## config.mk

```make
export PLATFORM = sky130hd
export DESIGN_NAME = gregorian_date_add_days_unit
export DESIGN_NICKNAME = d
export VERILOG_FILES = /design/src/hw/rtl/gdad_pkg.sv /design/src/hw/rtl/gregorian_date_add_days_unit.sv /design/src/hw/rtl/gdad_ctrl.sv /design/src/hw/rtl/gdad_dp.sv
export SDC_FILE = /design/constraint.sdc
export NUM_CORES = 1
export LEC_CHECK = 0
export BUFFER_PORTS_ARGS = -buffer_cell sky130_fd_sc_hd__buf_4
export CORE_AREA = 2 2 119 121
export CTS_CLUSTER_SIZE = 40
export DETAILED_ROUTE_END_ITERATION = 6
export DIE_AREA = 0 0 121 123
export GPL_TIMING_DRIVEN = 0
export PLACE_DENSITY = 0.67
export REMOVE_ABC_BUFFERS = 1
export SYNTH_ARGS = -nofsm -noshare
export SYNTH_HDL_FRONTEND = slang
export SYNTH_SLANG_ARGS = --single-unit
export TNS_END_PERCENT = 10
```

## constraint.sdc

```tcl
create_clock -name clk -period 6.9 [get_ports clk]
set_input_delay 2.07 -clock clk [delete_from_list [all_inputs] [get_ports clk]]
set_output_delay 2.07 -clock clk [all_outputs]
set_load 0.005 [all_outputs]
```

## src/hw/rtl/gdad_pkg.sv

```systemverilog
// ----------------------------------------------------------------------------
// gdad_pkg
// Shared types, widths and calendar constants for the date-advance unit.
// ----------------------------------------------------------------------------
package gdad_pkg;

  localparam int YEAR_W  = 14;
  localparam int MONTH_W = 4;
  localparam int DAY_W   = 5;
  localparam int MOD25_W = 5;
  localparam int QUOT_W  = 10;
  localparam int LEN_W   = 5;

  // floor(y * RECIP_25 / 2^RECIP_SHIFT) == floor(y / 25) for any 14-bit year
  localparam int RECIP_W     = 13;
  localparam int RECIP_SHIFT = 17;
  localparam logic [RECIP_W-1:0] RECIP_25 = 13'd5243;
  localparam int PROD_W = YEAR_W + RECIP_W;

  localparam logic [MONTH_W-1:0] MONTH_JAN = 4'd1;
  localparam logic [MONTH_W-1:0] MONTH_FEB = 4'd2;
  localparam logic [MONTH_W-1:0] MONTH_DEC = 4'd12;
  localparam logic [MOD25_W-1:0] MOD25_TOP = 5'd24;
  localparam logic [YEAR_W-1:0]  YEAR_TOP  = 14'h3FFF;

  typedef struct packed {
    logic load;      // capture a new transaction
    logic calc_mod;  // year mod 25 from registered quotient
    logic step;      // advance one month
  } gdad_cmd_t;

  typedef struct packed {
    logic fits;      // day count fits in current month
  } gdad_status_t;

  function automatic logic [LEN_W-1:0] month_len(input logic [MONTH_W-1:0] month,
                                                  input logic leap);
    logic [LEN_W-1:0] len;
    begin
      case (month)
        4'd2:                       len = leap ? 5'd29 : 5'd28;
        4'd4, 4'd6, 4'd9, 4'd11:    len = 5'd30;
        default:                    len = 5'd31;
      endcase
      return len;
    end
  endfunction

endpackage

```

## src/hw/rtl/gregorian_date_add_days_unit.sv

```systemverilog
// From start to the done strobe the unit loads, forms the year residue, walks months, then strobes done.
// A new transaction is taken only from idle, so the unit finishes one date before it accepts the next;
// busy stays high until done has shown.
// The month walk in the datapath advances one month per cycle.
// Result is valid only in the done cycle; the receiver cannot stall.
// Synchronous active-high reset returns the sequencer to idle.
// ----------------------------------------------------------------------------
// gregorian_date_add_days_unit
// Adds a day count to a Gregorian date by walking forward month by month.
// ----------------------------------------------------------------------------
module gregorian_date_add_days_unit #(
  parameter int ADD_DAYS_BITS = 16
) (
  input  logic                          clk,
  input  logic                          rst,
  input  logic                          start,
  output logic                          busy,
  output logic                          done,
  input  logic [gdad_pkg::YEAR_W-1:0]   start_year,
  input  logic [gdad_pkg::MONTH_W-1:0]  start_month,
  input  logic [gdad_pkg::DAY_W-1:0]    start_day,
  input  logic [ADD_DAYS_BITS-1:0]      add_days,
  output logic [gdad_pkg::YEAR_W-1:0]   result_year,
  output logic [gdad_pkg::MONTH_W-1:0]  result_month,
  output logic [gdad_pkg::DAY_W-1:0]    result_day
);
  import gdad_pkg::*;

  gdad_cmd_t    cmd;
  gdad_status_t status;

  gdad_ctrl u_ctrl (
    .clk    (clk),
    .rst    (rst),
    .start  (start),
    .status (status),
    .cmd    (cmd),
    .busy   (busy),
    .done   (done)
  );

  gdad_dp #(
    .ADD_DAYS_BITS (ADD_DAYS_BITS)
  ) u_dp (
    .clk          (clk),
    .cmd          (cmd),
    .start_year   (start_year),
    .start_month  (start_month),
    .start_day    (start_day),
    .add_days     (add_days),
    .status       (status),
    .result_year  (result_year),
    .result_month (result_month),
    .result_day   (result_day)
  );

endmodule

```

## src/hw/rtl/gdad_ctrl.sv

```systemverilog
// ----------------------------------------------------------------------------
// gdad_ctrl
// Sequencer: load, year residue, month walk, result strobe.
// ----------------------------------------------------------------------------
module gdad_ctrl (
  input  logic                  clk,
  input  logic                  rst,
  input  logic                  start,
  input  gdad_pkg::gdad_status_t status,
  output gdad_pkg::gdad_cmd_t   cmd,
  output logic                  busy,
  output logic                  done
);
  import gdad_pkg::*;

  localparam logic [1:0] ST_IDLE = 2'd0;
  localparam logic [1:0] ST_MOD  = 2'd1;
  localparam logic [1:0] ST_WALK = 2'd2;
  localparam logic [1:0] ST_DONE = 2'd3;

  logic [1:0] state;
  logic [1:0] state_next;

  always_comb begin
    state_next   = state;
    cmd.load     = 1'b0;
    cmd.calc_mod = 1'b0;
    cmd.step     = 1'b0;
    unique case (state)
      ST_IDLE: begin
        if (start) begin
          cmd.load   = 1'b1;
          state_next = ST_MOD;
        end
      end
      ST_MOD: begin
        cmd.calc_mod = 1'b1;
        state_next   = ST_WALK;
      end
      ST_WALK: begin
        if (status.fits) begin
          state_next = ST_DONE;
        end else begin
          cmd.step = 1'b1;
        end
      end
      ST_DONE: begin
        state_next = ST_IDLE;
      end
      default: begin
        state_next = ST_IDLE;
      end
    endcase
  end

  always_ff @(posedge clk) begin
    if (rst) begin
      state <= ST_IDLE;
    end else begin
      state <= state_next;
    end
  end

  assign busy = (state != ST_IDLE);
  assign done = (state == ST_DONE);

endmodule

```

## src/hw/rtl/gdad_dp.sv

```systemverilog
// ----------------------------------------------------------------------------
// gdad_dp
// Date registers, month length lookup and one-month-per-cycle walk.
// ----------------------------------------------------------------------------
module gdad_dp #(
  parameter int ADD_DAYS_BITS = 16
) (
  input  logic                          clk,
  input  gdad_pkg::gdad_cmd_t           cmd,
  input  logic [gdad_pkg::YEAR_W-1:0]   start_year,
  input  logic [gdad_pkg::MONTH_W-1:0]  start_month,
  input  logic [gdad_pkg::DAY_W-1:0]    start_day,
  input  logic [ADD_DAYS_BITS-1:0]      add_days,
  output gdad_pkg::gdad_status_t        status,
  output logic [gdad_pkg::YEAR_W-1:0]   result_year,
  output logic [gdad_pkg::MONTH_W-1:0]  result_month,
  output logic [gdad_pkg::DAY_W-1:0]    result_day
);
  import gdad_pkg::*;

  localparam int DW = ADD_DAYS_BITS + 1;

  logic [YEAR_W-1:0]  year;
  logic [MONTH_W-1:0] month;
  logic [DW-1:0]      day;
  logic [QUOT_W-1:0]  quot;
  logic [MOD25_W-1:0] mod25;

  logic [MONTH_W-1:0] month_in;
  logic [DAY_W-1:0]   day_in;
  logic [PROD_W-1:0]  prod;
  logic [YEAR_W-1:0]  quot25;
  logic [YEAR_W-1:0]  rem;
  logic               leap;
  logic [LEN_W-1:0]   len;

  always_comb begin
    month_in = start_month;
    if (start_month == '0) begin
      month_in = MONTH_JAN;
    end else if (start_month > MONTH_DEC) begin
      month_in = MONTH_DEC;
    end
    day_in = (start_day == '0) ? DAY_W'(1) : start_day;
  end

  assign prod   = PROD_W'(start_year) * PROD_W'(RECIP_25);
  // quot * 25 as shift-add
  assign quot25 = (YEAR_W'(quot) << 4) + (YEAR_W'(quot) << 3) + YEAR_W'(quot);
  assign rem    = year - quot25;

  // divisible by 100: by 4 and by 25; by 400: by 16 and by 25
  assign leap = (year[1:0] == 2'd0) && ((mod25 != '0) || (year[3:0] == 4'd0));
  assign len  = month_len(month, leap);
  assign status.fits = (day <= DW'(len));

  always_ff @(posedge clk) begin
    if (cmd.load) begin
      year  <= start_year;
      month <= month_in;
      day   <= DW'(day_in) + DW'(add_days);
      quot  <= prod[RECIP_SHIFT +: QUOT_W];
    end else if (cmd.calc_mod) begin
      mod25 <= rem[MOD25_W-1:0];
    end else if (cmd.step) begin
      day <= day - DW'(len);
      if (month == MONTH_DEC) begin
        month <= MONTH_JAN;
        year  <= year + YEAR_W'(1);
        // wrap to year zero restarts the residue
        if (year == YEAR_TOP || mod25 == MOD25_TOP) begin
          mod25 <= '0;
        end else begin
          mod25 <= mod25 + MOD25_W'(1);
        end
      end else begin
        month <= month + MONTH_W'(1);
      end
    end
  end

  assign result_year  = year;
  assign result_month = month;
  assign result_day   = day[DAY_W-1:0];

endmodule

```

==> run_summary.xml, run 1 <==
<?xml version="1.0" encoding="UTF-8"?>
<metrics>
  <group name="run_status">
    <metric name="result_of_the_run" unit="">finished clean</metric>
  </group>
  <group name="floorplan">
    <metric name="floorplan.initialDensity" unit="">0.476</metric>
    <metric name="fp.dieH" unit="um">123</metric>
    <metric name="core_area" unit="um^2">13600</metric>
    <metric name="area_of_the_die" unit="um^2">14900</metric>
    <metric name="fp-row-count" unit="">43</metric>
    <metric name="floorplan.io_pins" unit="">67</metric>
    <metric name="die_width" unit="um">121</metric>
  </group>
  <group name="clock_tree">
    <metric name="clkSinkCount" unit="">47</metric>
    <metric name="clock_path_buffers" unit="">2</metric>
    <metric name="insertion_delay" unit="ns">0.29</metric>
    <metric name="cts.repair_timing.setup_buffer_count" unit="">0</metric>
    <metric name="cts-buffers-inserted" unit="">5</metric>
    <metric name="clkSlewWorstSetupHoldPaths" unit="ns">0.06</metric>
    <metric name="cts_root_buf" unit="">sky130_fd_sc_hd__clkbuf_16</metric>
    <metric name="cts_resized" unit="">0</metric>
    <metric name="cts.hold.buffers_added" unit="">0</metric>
    <metric name="ctsHtreeMaxLevel" unit="">2</metric>
    <metric name="cts_tree" unit="">built</metric>
  </group>
  <group name="worst_setup_path">
    <metric name="worst_path_largest_cell_delay" unit="ns">0.56</metric>
    <metric name="endpoint_kind" unit="">flip-flop</metric>
    <metric name="critical_path_arrival" unit="ns">6.26</metric>
    <metric name="worst-path-buf-inv" unit="">5</metric>
    <metric name="cp_class" unit="">primary input to flip-flop</metric>
    <metric name="kind_of_cell_adding_the_most_delay_to_the_critical_path" unit="">adder cells</metric>
    <metric name="required" unit="ns">6.93</metric>
    <metric name="cpMaxStageDelayCell" unit="">sky130_fd_sc_hd__fa_1</metric>
    <metric name="critical_path.startpoint_type" unit="">primary input</metric>
    <metric name="worstPathMaxFanout" unit="">5</metric>
    <metric name="critical_path.cell_chain" unit="">buf_4, inv_1, fa_1, inv_1, ha_1, fa_1, inv_1, fa_1, fa_1, inv_1, ha_1, a21oi_1, o221ai_1, a21o_1, a21oi_1, a21oi_1, xor2_1</metric>
  </group>
  <group name="synthesis">
    <metric name="synthesis.area" unit="um^2">6480</metric>
    <metric name="synth_edf_count" unit="">45</metric>
    <metric name="synth_cell_type_count" unit="">54</metric>
    <metric name="synth.yosys.warnings" unit="">0</metric>
    <metric name="ys.flop_type" unit="">sky130_fd_sc_hd__edfxtp_1</metric>
    <metric name="yosys.area.top_type" unit="">sky130_fd_sc_hd__edfxtp_1</metric>
    <metric name="synth_area_leaders" unit="">sky130_fd_sc_hd__edfxtp_1 21%, sky130_fd_sc_hd__fa_1 20%, sky130_fd_sc_hd__ha_1 20%</metric>
    <metric name="netlist_instances" unit="">694</metric>
    <metric name="synth.yosys.seq_area_share" unit="">0.215</metric>
    <metric name="asyncSetResetFlopFracSynth" unit="">0</metric>
    <metric name="synthDominantCellAreaShare" unit="">0.208</metric>
    <metric name="synthesized_area_per_cell" unit="um^2">9.34</metric>
    <metric name="synth-seq-cells" unit="">47</metric>
  </group>
  <group name="placement">
    <metric name="numPortBuffers" unit="">66</metric>
    <metric name="gp_congestion" unit="">0.869</metric>
    <metric name="post-dp-hpwl" unit="mm">11.4</metric>
  </group>
  <group name="route">
    <metric name="drt-initial-drc-count" unit="">267</metric>
    <metric name="remaining_drc_errors" unit="">0</metric>
    <metric name="drt-pass1-iter-count" unit="">4</metric>
    <metric name="avgRoutedWirePerCell" unit="um">14.4</metric>
    <metric name="viasPerCell" unit="">5.01</metric>
    <metric name="detailroute.via_count" unit="">4678</metric>
    <metric name="routed_wirelength" unit="mm">13.4</metric>
    <metric name="drtAntennaViolNets" unit="">0</metric>
  </group>
  <group name="timing">
    <metric name="post-route-min-period" unit="ns">6.23</metric>
    <metric name="max_slew.worst_pin.slew" unit="ns">1.23</metric>
    <metric name="final_hold_viol_count" unit="">0</metric>
    <metric name="maxSlewHeadroom" unit="">0.180</metric>
    <metric name="final_min_period_over_clock_period" unit="">0.903</metric>
    <metric name="finalSetupTns" unit="ns">0</metric>
    <metric name="rsz0062_at_grt" unit="">false</metric>
    <metric name="max_freq" unit="MHz">160</metric>
    <metric name="number_of_max_slew_violations_in_the_final_report" unit="">0</metric>
    <metric name="worst_hold_slack" unit="ns">0.553</metric>
    <metric name="finClkSkew" unit="ns">0.0106</metric>
    <metric name="finalSetupViolCount" unit="">0</metric>
  </group>
  <group name="pwr">
    <metric name="powerDensity" unit="nW/um^2">406</metric>
    <metric name="power_leakage" unit="nW">3.57</metric>
    <metric name="vdd_drop_max" unit="uV">254</metric>
  </group>
  <group name="cells_and_area">
    <metric name="mostFrequentLayoutCells" unit="">173 x sky130_fd_sc_hd__inv_1, 103 x sky130_fd_sc_hd__ha_1, 66 x sky130_fd_sc_hd__buf_4</metric>
    <metric name="areaGrowthSynthToFinish" unit="%">12.4</metric>
    <metric name="layout.cells.most_common" unit="">sky130_fd_sc_hd__inv_1</metric>
    <metric name="fillers" unit="">1218</metric>
    <metric name="diodes" unit="">0</metric>
    <metric name="share_of_cells_above_drive_strength_1" unit="">0.110</metric>
    <metric name="final_nets" unit="">963</metric>
  </group>
  <group name="global_routing">
    <metric name="grt_first_pass_wirelength" unit="mm">23.3</metric>
    <metric name="first_global_vias" unit="">4982</metric>
    <metric name="globalRouteTotalUtil" unit="">0.197</metric>
    <metric name="initial_antenna_violation_count" unit="">0</metric>
    <metric name="largest_net_degree_at_the_start_of_global_routing" unit="">41</metric>
    <metric name="grt_overflow_total" unit="">0</metric>
  </group>
  <group name="min_path">
    <metric name="holdCritPathClass" unit="">flip-flop to flip-flop</metric>
  </group>
  <group name="job">
    <metric name="drv_cap" unit="">0</metric>
  </group>
</metrics>
[flip-flops by register name (all words and copies together), names as in the netlist]
signal,cells
u_dp.day,17
u_dp.result_year,14
u_dp.result_month,4
u_ctrl.state,2
u_dp.mod25,5
u_dp.quot,5
[worst reg2reg max path, stage by stage, from the launching register on]
cell	delay, ns
sky130_fd_sc_hd__dfxtp_1	0.38
sky130_fd_sc_hd__inv_1	0.10
sky130_fd_sc_hd__ha_1	0.29
sky130_fd_sc_hd__nand2_1	0.92
sky130_fd_sc_hd__clkinv_1	1.27
sky130_fd_sc_hd__nor2_1	0.70
[final cells by class]
type	instances	area (um^2)	area share
Inverter	174	653	0.0896
Timing Repair Buffer	67	510	0.0701
Clock inverter	1	5.00	0.000687
Clock buffer	7	133	0.0182
Multi-Input combinational cell	458	4370	0.600
Sequential cell	47	1390	0.191
Tap cell	180	225	0.0309
[cells by family (layout without fill, tap and decap cells)]
kind of cell             count (synthesis)  after routing  share of synthesized area
buffers and inverters                  189            249                      0.112
AND/OR/NAND/NOR                        132            132                     0.0963
flip-flops                              47             47                      0.215
AO/OA/AOI/OAI                           93             93                     0.0886
multiplexers                             6              6                    0.00926
XOR/XNOR                                59             59                     0.0797
adder cells (fa/ha/maj)                168            168                      0.399
[metal layers]
layer	global-route usage	vias to the layer above	share of wire
met1	0.240	2223	0.43
met5	0	-	0
met3	0.0185	16	0.039
met2	0.376	101	0.52
met4	0.0487	0	0.016
li1	-	2338	-
[where the power goes]
| part | leakage [nW] | switching (mW) | internal, mW |
|---|---|---|---|
| logic | 3.07 | 1.09 | 0.897 |
| registers | 0.441 | 0.163 | 0.579 |
| clock network | 0.0679 | 0.102 | 0.134 |
| total | 3.57 | 1.35 | 1.61 |
[worst paths after layout]
check / start / to / slack (ns) / depth (start not counted)
setup reg to reg: u_ctrl.state[0]$_SDFFE_PP0P_ / u_dp.mod25[1]$_DFFE_PP_ / 2.88 / 5
hold reg to reg: u_ctrl.state[0]$_SDFFE_PP0P_ / u_ctrl.state[0]$_SDFFE_PP0P_ / 0.55 / 2
setup / recovery: start_year[4] / u_dp.quot[2]$_DFFE_PP_ / 0.67 / 17
hold / removal: u_ctrl.state[0]$_SDFFE_PP0P_ / u_ctrl.state[0]$_SDFFE_PP0P_ / 0.55 / 2
[synth_stat cells, drive strengths merged, types with 2 or more instances]
master	number
nand3	12
a31oi	3
o2111ai	3
nand2	44
a21boi	3
ha	103
nor4	2
edfxtp	45
o31ai	2
o31a	2
a21o	4
mux2i	6
nand2b	2
nand4	3
dfxtp	2
nor2b	3
nor2	41
and3	7
o21ai	35
xor2	26
xnor2	33
a21oi	24
o21a	2
nor3	6
inv	173
buf	5
o22ai	3
or2	3
fa	65
clkbuf	10
a211oi	3
or4	3
[metrics by stage]
| step | utilization | worst slack [ns] | cell area (um^2) | instances | power, mW |
|---|---|---|---|---|---|
| floorplan | - | 0.943 | 6410 | 679 | 2.16 |
| global placement | 0.524 | 0.445 | 7130 | 925 | 2.64 |
| detailed placement | 0.525 | 0.341 | 7150 | 926 | 2.75 |
| CTS | 0.535 | 0.643 | 7290 | 934 | 3.00 |
| global route | 0.535 | 0.442 | 7290 | 934 | 3.33 |
| finish | 0.535 | 0.666 | 7290 | 934 | 2.96 |
Power figures use the tool's default switching activity.
==> run 2, diff against run 1 <==
CORE_AREA = 2 2 109 132   (was 2 2 119 121)
DIE_AREA = 0 0 111 134   (was 0 0 121 123)
==> run 2 against run 1 <==
Against the previous run: combinational power about the same; clock skew up 0.00053 ns; critical path type unchanged; sequential power up 0.5%; die area about the same; critical endpoint unchanged.
==> run_summary.xml, run 2 (synthesized netlist as in run 1, its figures left out) <==
<?xml version="1.0" encoding="UTF-8"?>
<metrics>
  <group name="placement">
    <metric name="gp_congestion" unit="">0.871</metric>
    <metric name="dp_slack" unit="ns">0.376</metric>
    <metric name="placed_instance_count" unit="">917</metric>
    <metric name="detailed_place.area" unit="um^2">7140</metric>
    <metric name="post-dp-hpwl" unit="mm">11.5</metric>
    <metric name="numPortBuffers" unit="">66</metric>
  </group>
  <group name="clock_tree">
    <metric name="cts_resized" unit="">0</metric>
    <metric name="clock_path_buffers" unit="">2</metric>
    <metric name="clkSlewWorstSetupHoldPaths" unit="ns">0.07</metric>
    <metric name="cts-buffers-inserted" unit="">5</metric>
    <metric name="cts_root_buf" unit="">sky130_fd_sc_hd__clkbuf_16</metric>
    <metric name="insertion_delay" unit="ns">0.29</metric>
    <metric name="ctsHtreeMaxLevel" unit="">2</metric>
    <metric name="cts.hold.buffers_added" unit="">0</metric>
    <metric name="cts.repair_timing.setup_buffer_count" unit="">0</metric>
    <metric name="clkSinkCount" unit="">47</metric>
    <metric name="cts_tree" unit="">built</metric>
  </group>
  <group name="min_path">
    <metric name="holdCritPathClass" unit="">flip-flop to flip-flop</metric>
  </group>
  <group name="worst_setup_path">
    <metric name="regToRegSetupSlack" unit="ns">2.92</metric>
    <metric name="critical_path.startpoint_type" unit="">primary input</metric>
    <metric name="critical_path_arrival" unit="ns">6.19</metric>
    <metric name="cp_class" unit="">primary input to flip-flop</metric>
    <metric name="worstPathMaxFanout" unit="">5</metric>
    <metric name="required" unit="ns">6.94</metric>
    <metric name="endpoint_kind" unit="">flip-flop</metric>
  </group>
  <group name="run_status">
    <metric name="result_of_the_run" unit="">finished clean</metric>
  </group>
  <group name="timing">
    <metric name="number_of_max_slew_violations_in_the_final_report" unit="">0</metric>
    <metric name="maxSlewHeadroom" unit="">0.213</metric>
    <metric name="finalSetupViolCount" unit="">0</metric>
    <metric name="final_hold_viol_count" unit="">0</metric>
    <metric name="rsz0062_at_grt" unit="">false</metric>
    <metric name="finalSetupTns" unit="ns">0</metric>
    <metric name="max_slew.worst_pin.slew" unit="ns">1.18</metric>
    <metric name="finClkSkew" unit="ns">0.0112</metric>
    <metric name="final_min_period_over_clock_period" unit="">0.892</metric>
    <metric name="layout_setup_ws" unit="ns">0.746</metric>
    <metric name="post-route-min-period" unit="ns">6.15</metric>
    <metric name="max_freq" unit="MHz">162</metric>
  </group>
  <group name="floorplan">
    <metric name="fp.dieH" unit="um">134</metric>
    <metric name="die_width" unit="um">111</metric>
    <metric name="floorplan.initialDensity" unit="">0.477</metric>
    <metric name="floorplan.io_pins" unit="">67</metric>
    <metric name="area_of_the_die" unit="um^2">14900</metric>
    <metric name="core_area" unit="um^2">13600</metric>
    <metric name="fp-row-count" unit="">47</metric>
  </group>
  <group name="cells_and_area">
    <metric name="diodes" unit="">0</metric>
    <metric name="final_nets" unit="">963</metric>
    <metric name="largest_register_ff_count" unit="">17</metric>
    <metric name="areaGrowthSynthToFinish" unit="%">12.5</metric>
    <metric name="finalCoreUtilization" unit="">0.537</metric>
    <metric name="finish.instance_area" unit="um^2">7290</metric>
    <metric name="post_layout_nonfiller_instances" unit="">925</metric>
    <metric name="largest-register" unit="">u_dp.day</metric>
    <metric name="share_of_cells_above_drive_strength_1" unit="">0.113</metric>
    <metric name="layout.cells.most_common" unit="">sky130_fd_sc_hd__inv_1</metric>
    <metric name="mostFrequentLayoutCells" unit="">173 x sky130_fd_sc_hd__inv_1, 103 x sky130_fd_sc_hd__ha_1, 66 x sky130_fd_sc_hd__buf_4</metric>
  </group>
  <group name="pwr">
    <metric name="power.clock.fraction" unit="">0.085</metric>
    <metric name="power.combinational.fraction" unit="">0.664</metric>
    <metric name="power_leakage" unit="nW">3.58</metric>
    <metric name="sw_frac" unit="">0.456</metric>
    <metric name="p_switching" unit="mW">1.35</metric>
    <metric name="p_seq_frac" unit="">0.251</metric>
    <metric name="internal-power" unit="mW">1.62</metric>
    <metric name="powerDensity" unit="nW/um^2">407</metric>
    <metric name="vdd_drop_max" unit="uV">243</metric>
  </group>
  <group name="route">
    <metric name="routed_wirelength" unit="mm">13.5</metric>
    <metric name="drt-pass1-iter-count" unit="">4</metric>
    <metric name="drt-initial-drc-count" unit="">239</metric>
    <metric name="viasPerCell" unit="">5.14</metric>
    <metric name="remaining_drc_errors" unit="">0</metric>
    <metric name="avgRoutedWirePerCell" unit="um">14.6</metric>
    <metric name="detailroute.via_count" unit="">4753</metric>
    <metric name="drtAntennaViolNets" unit="">0</metric>
  </group>
  <group name="job">
    <metric name="drv_cap" unit="">0</metric>
  </group>
  <group name="global_routing">
    <metric name="grt_first_pass_wirelength" unit="mm">23.2</metric>
    <metric name="initial_antenna_violation_count" unit="">0</metric>
    <metric name="grt_overflow_total" unit="">0</metric>
    <metric name="largest_net_degree_at_the_start_of_global_routing" unit="">41</metric>
    <metric name="globalRouteTotalUtil" unit="">0.191</metric>
    <metric name="first_global_vias" unit="">5037</metric>
  </group>
</metrics>
-- run 2: power by group through the flow --
stage | clock (mW) | combinational, mW | sequential [mW]
after floorplan | 0 | 1.45 | 0.707
final | 0.251 | 1.97 | 0.746
after global placement | 0 | 1.89 | 0.742
after detailed placement | 0 | 1.99 | 0.749
after global routing | 0.266 | 2.30 | 0.765
after CTS | 0.257 | 2.01 | 0.745
-- run 2: path summary, 6_finish.rpt --
kind,start,endpoint,cells after the start
setup / recovery,start_year[4],u_dp.quot[2]$_DFFE_PP_,17
hold / removal,u_ctrl.state[0]$_SDFFE_PP0P_,u_ctrl.state[0]$_SDFFE_PP0P_,2
setup reg to reg,u_ctrl.state[0]$_SDFFE_PP0P_,u_dp.mod25[0]$_DFFE_PP_,5
hold reg to reg,u_ctrl.state[0]$_SDFFE_PP0P_,u_ctrl.state[0]$_SDFFE_PP0P_,2
-- run 2: cell type report --
type                       count  area (um^2)
sequential                    47         1390
timing repair buffer          67          510
tap                          171          214
clock inverter                 2         16.3
multi-input combinational    458         4370
clock buffer                   6          139
fill                        1226         6290
inverter                     174          653
-- run 2: through the flow --
step	power, mW	hold WS [ns]
finish	2.97	0.550
global route	3.33	0.580
CTS	3.01	0.553
detailed placement	2.74	0.542
global placement	2.63	0.521
floorplan	2.16	0.507
-- run 2: critical path, cell delays in order --
cell and delay, ns:
sky130_fd_sc_hd__buf_4 0.13, sky130_fd_sc_hd__inv_1 0.12, sky130_fd_sc_hd__fa_1 0.55, sky130_fd_sc_hd__inv_1 0.04, sky130_fd_sc_hd__ha_1 0.20, sky130_fd_sc_hd__fa_1 0.53, sky130_fd_sc_hd__inv_1 0.05, sky130_fd_sc_hd__fa_1 0.48
sky130_fd_sc_hd__fa_1 0.55, sky130_fd_sc_hd__inv_1 0.04, sky130_fd_sc_hd__ha_1 0.30, sky130_fd_sc_hd__a21oi_1 0.13, sky130_fd_sc_hd__o221ai_1 0.23, sky130_fd_sc_hd__a21o_1 0.24, sky130_fd_sc_hd__a21oi_1 0.24, sky130_fd_sc_hd__a21oi_1 0.12
sky130_fd_sc_hd__xor2_1 0.16
-- run 2: layer usage --
metal	vias up	routed length, um	track usage
li1	2339	-	-
met1	2286	5510	0.227
met2	109	7120	0.354
met3	19	528	0.0230
met4	0	362	0.0708
met5	-	0	0
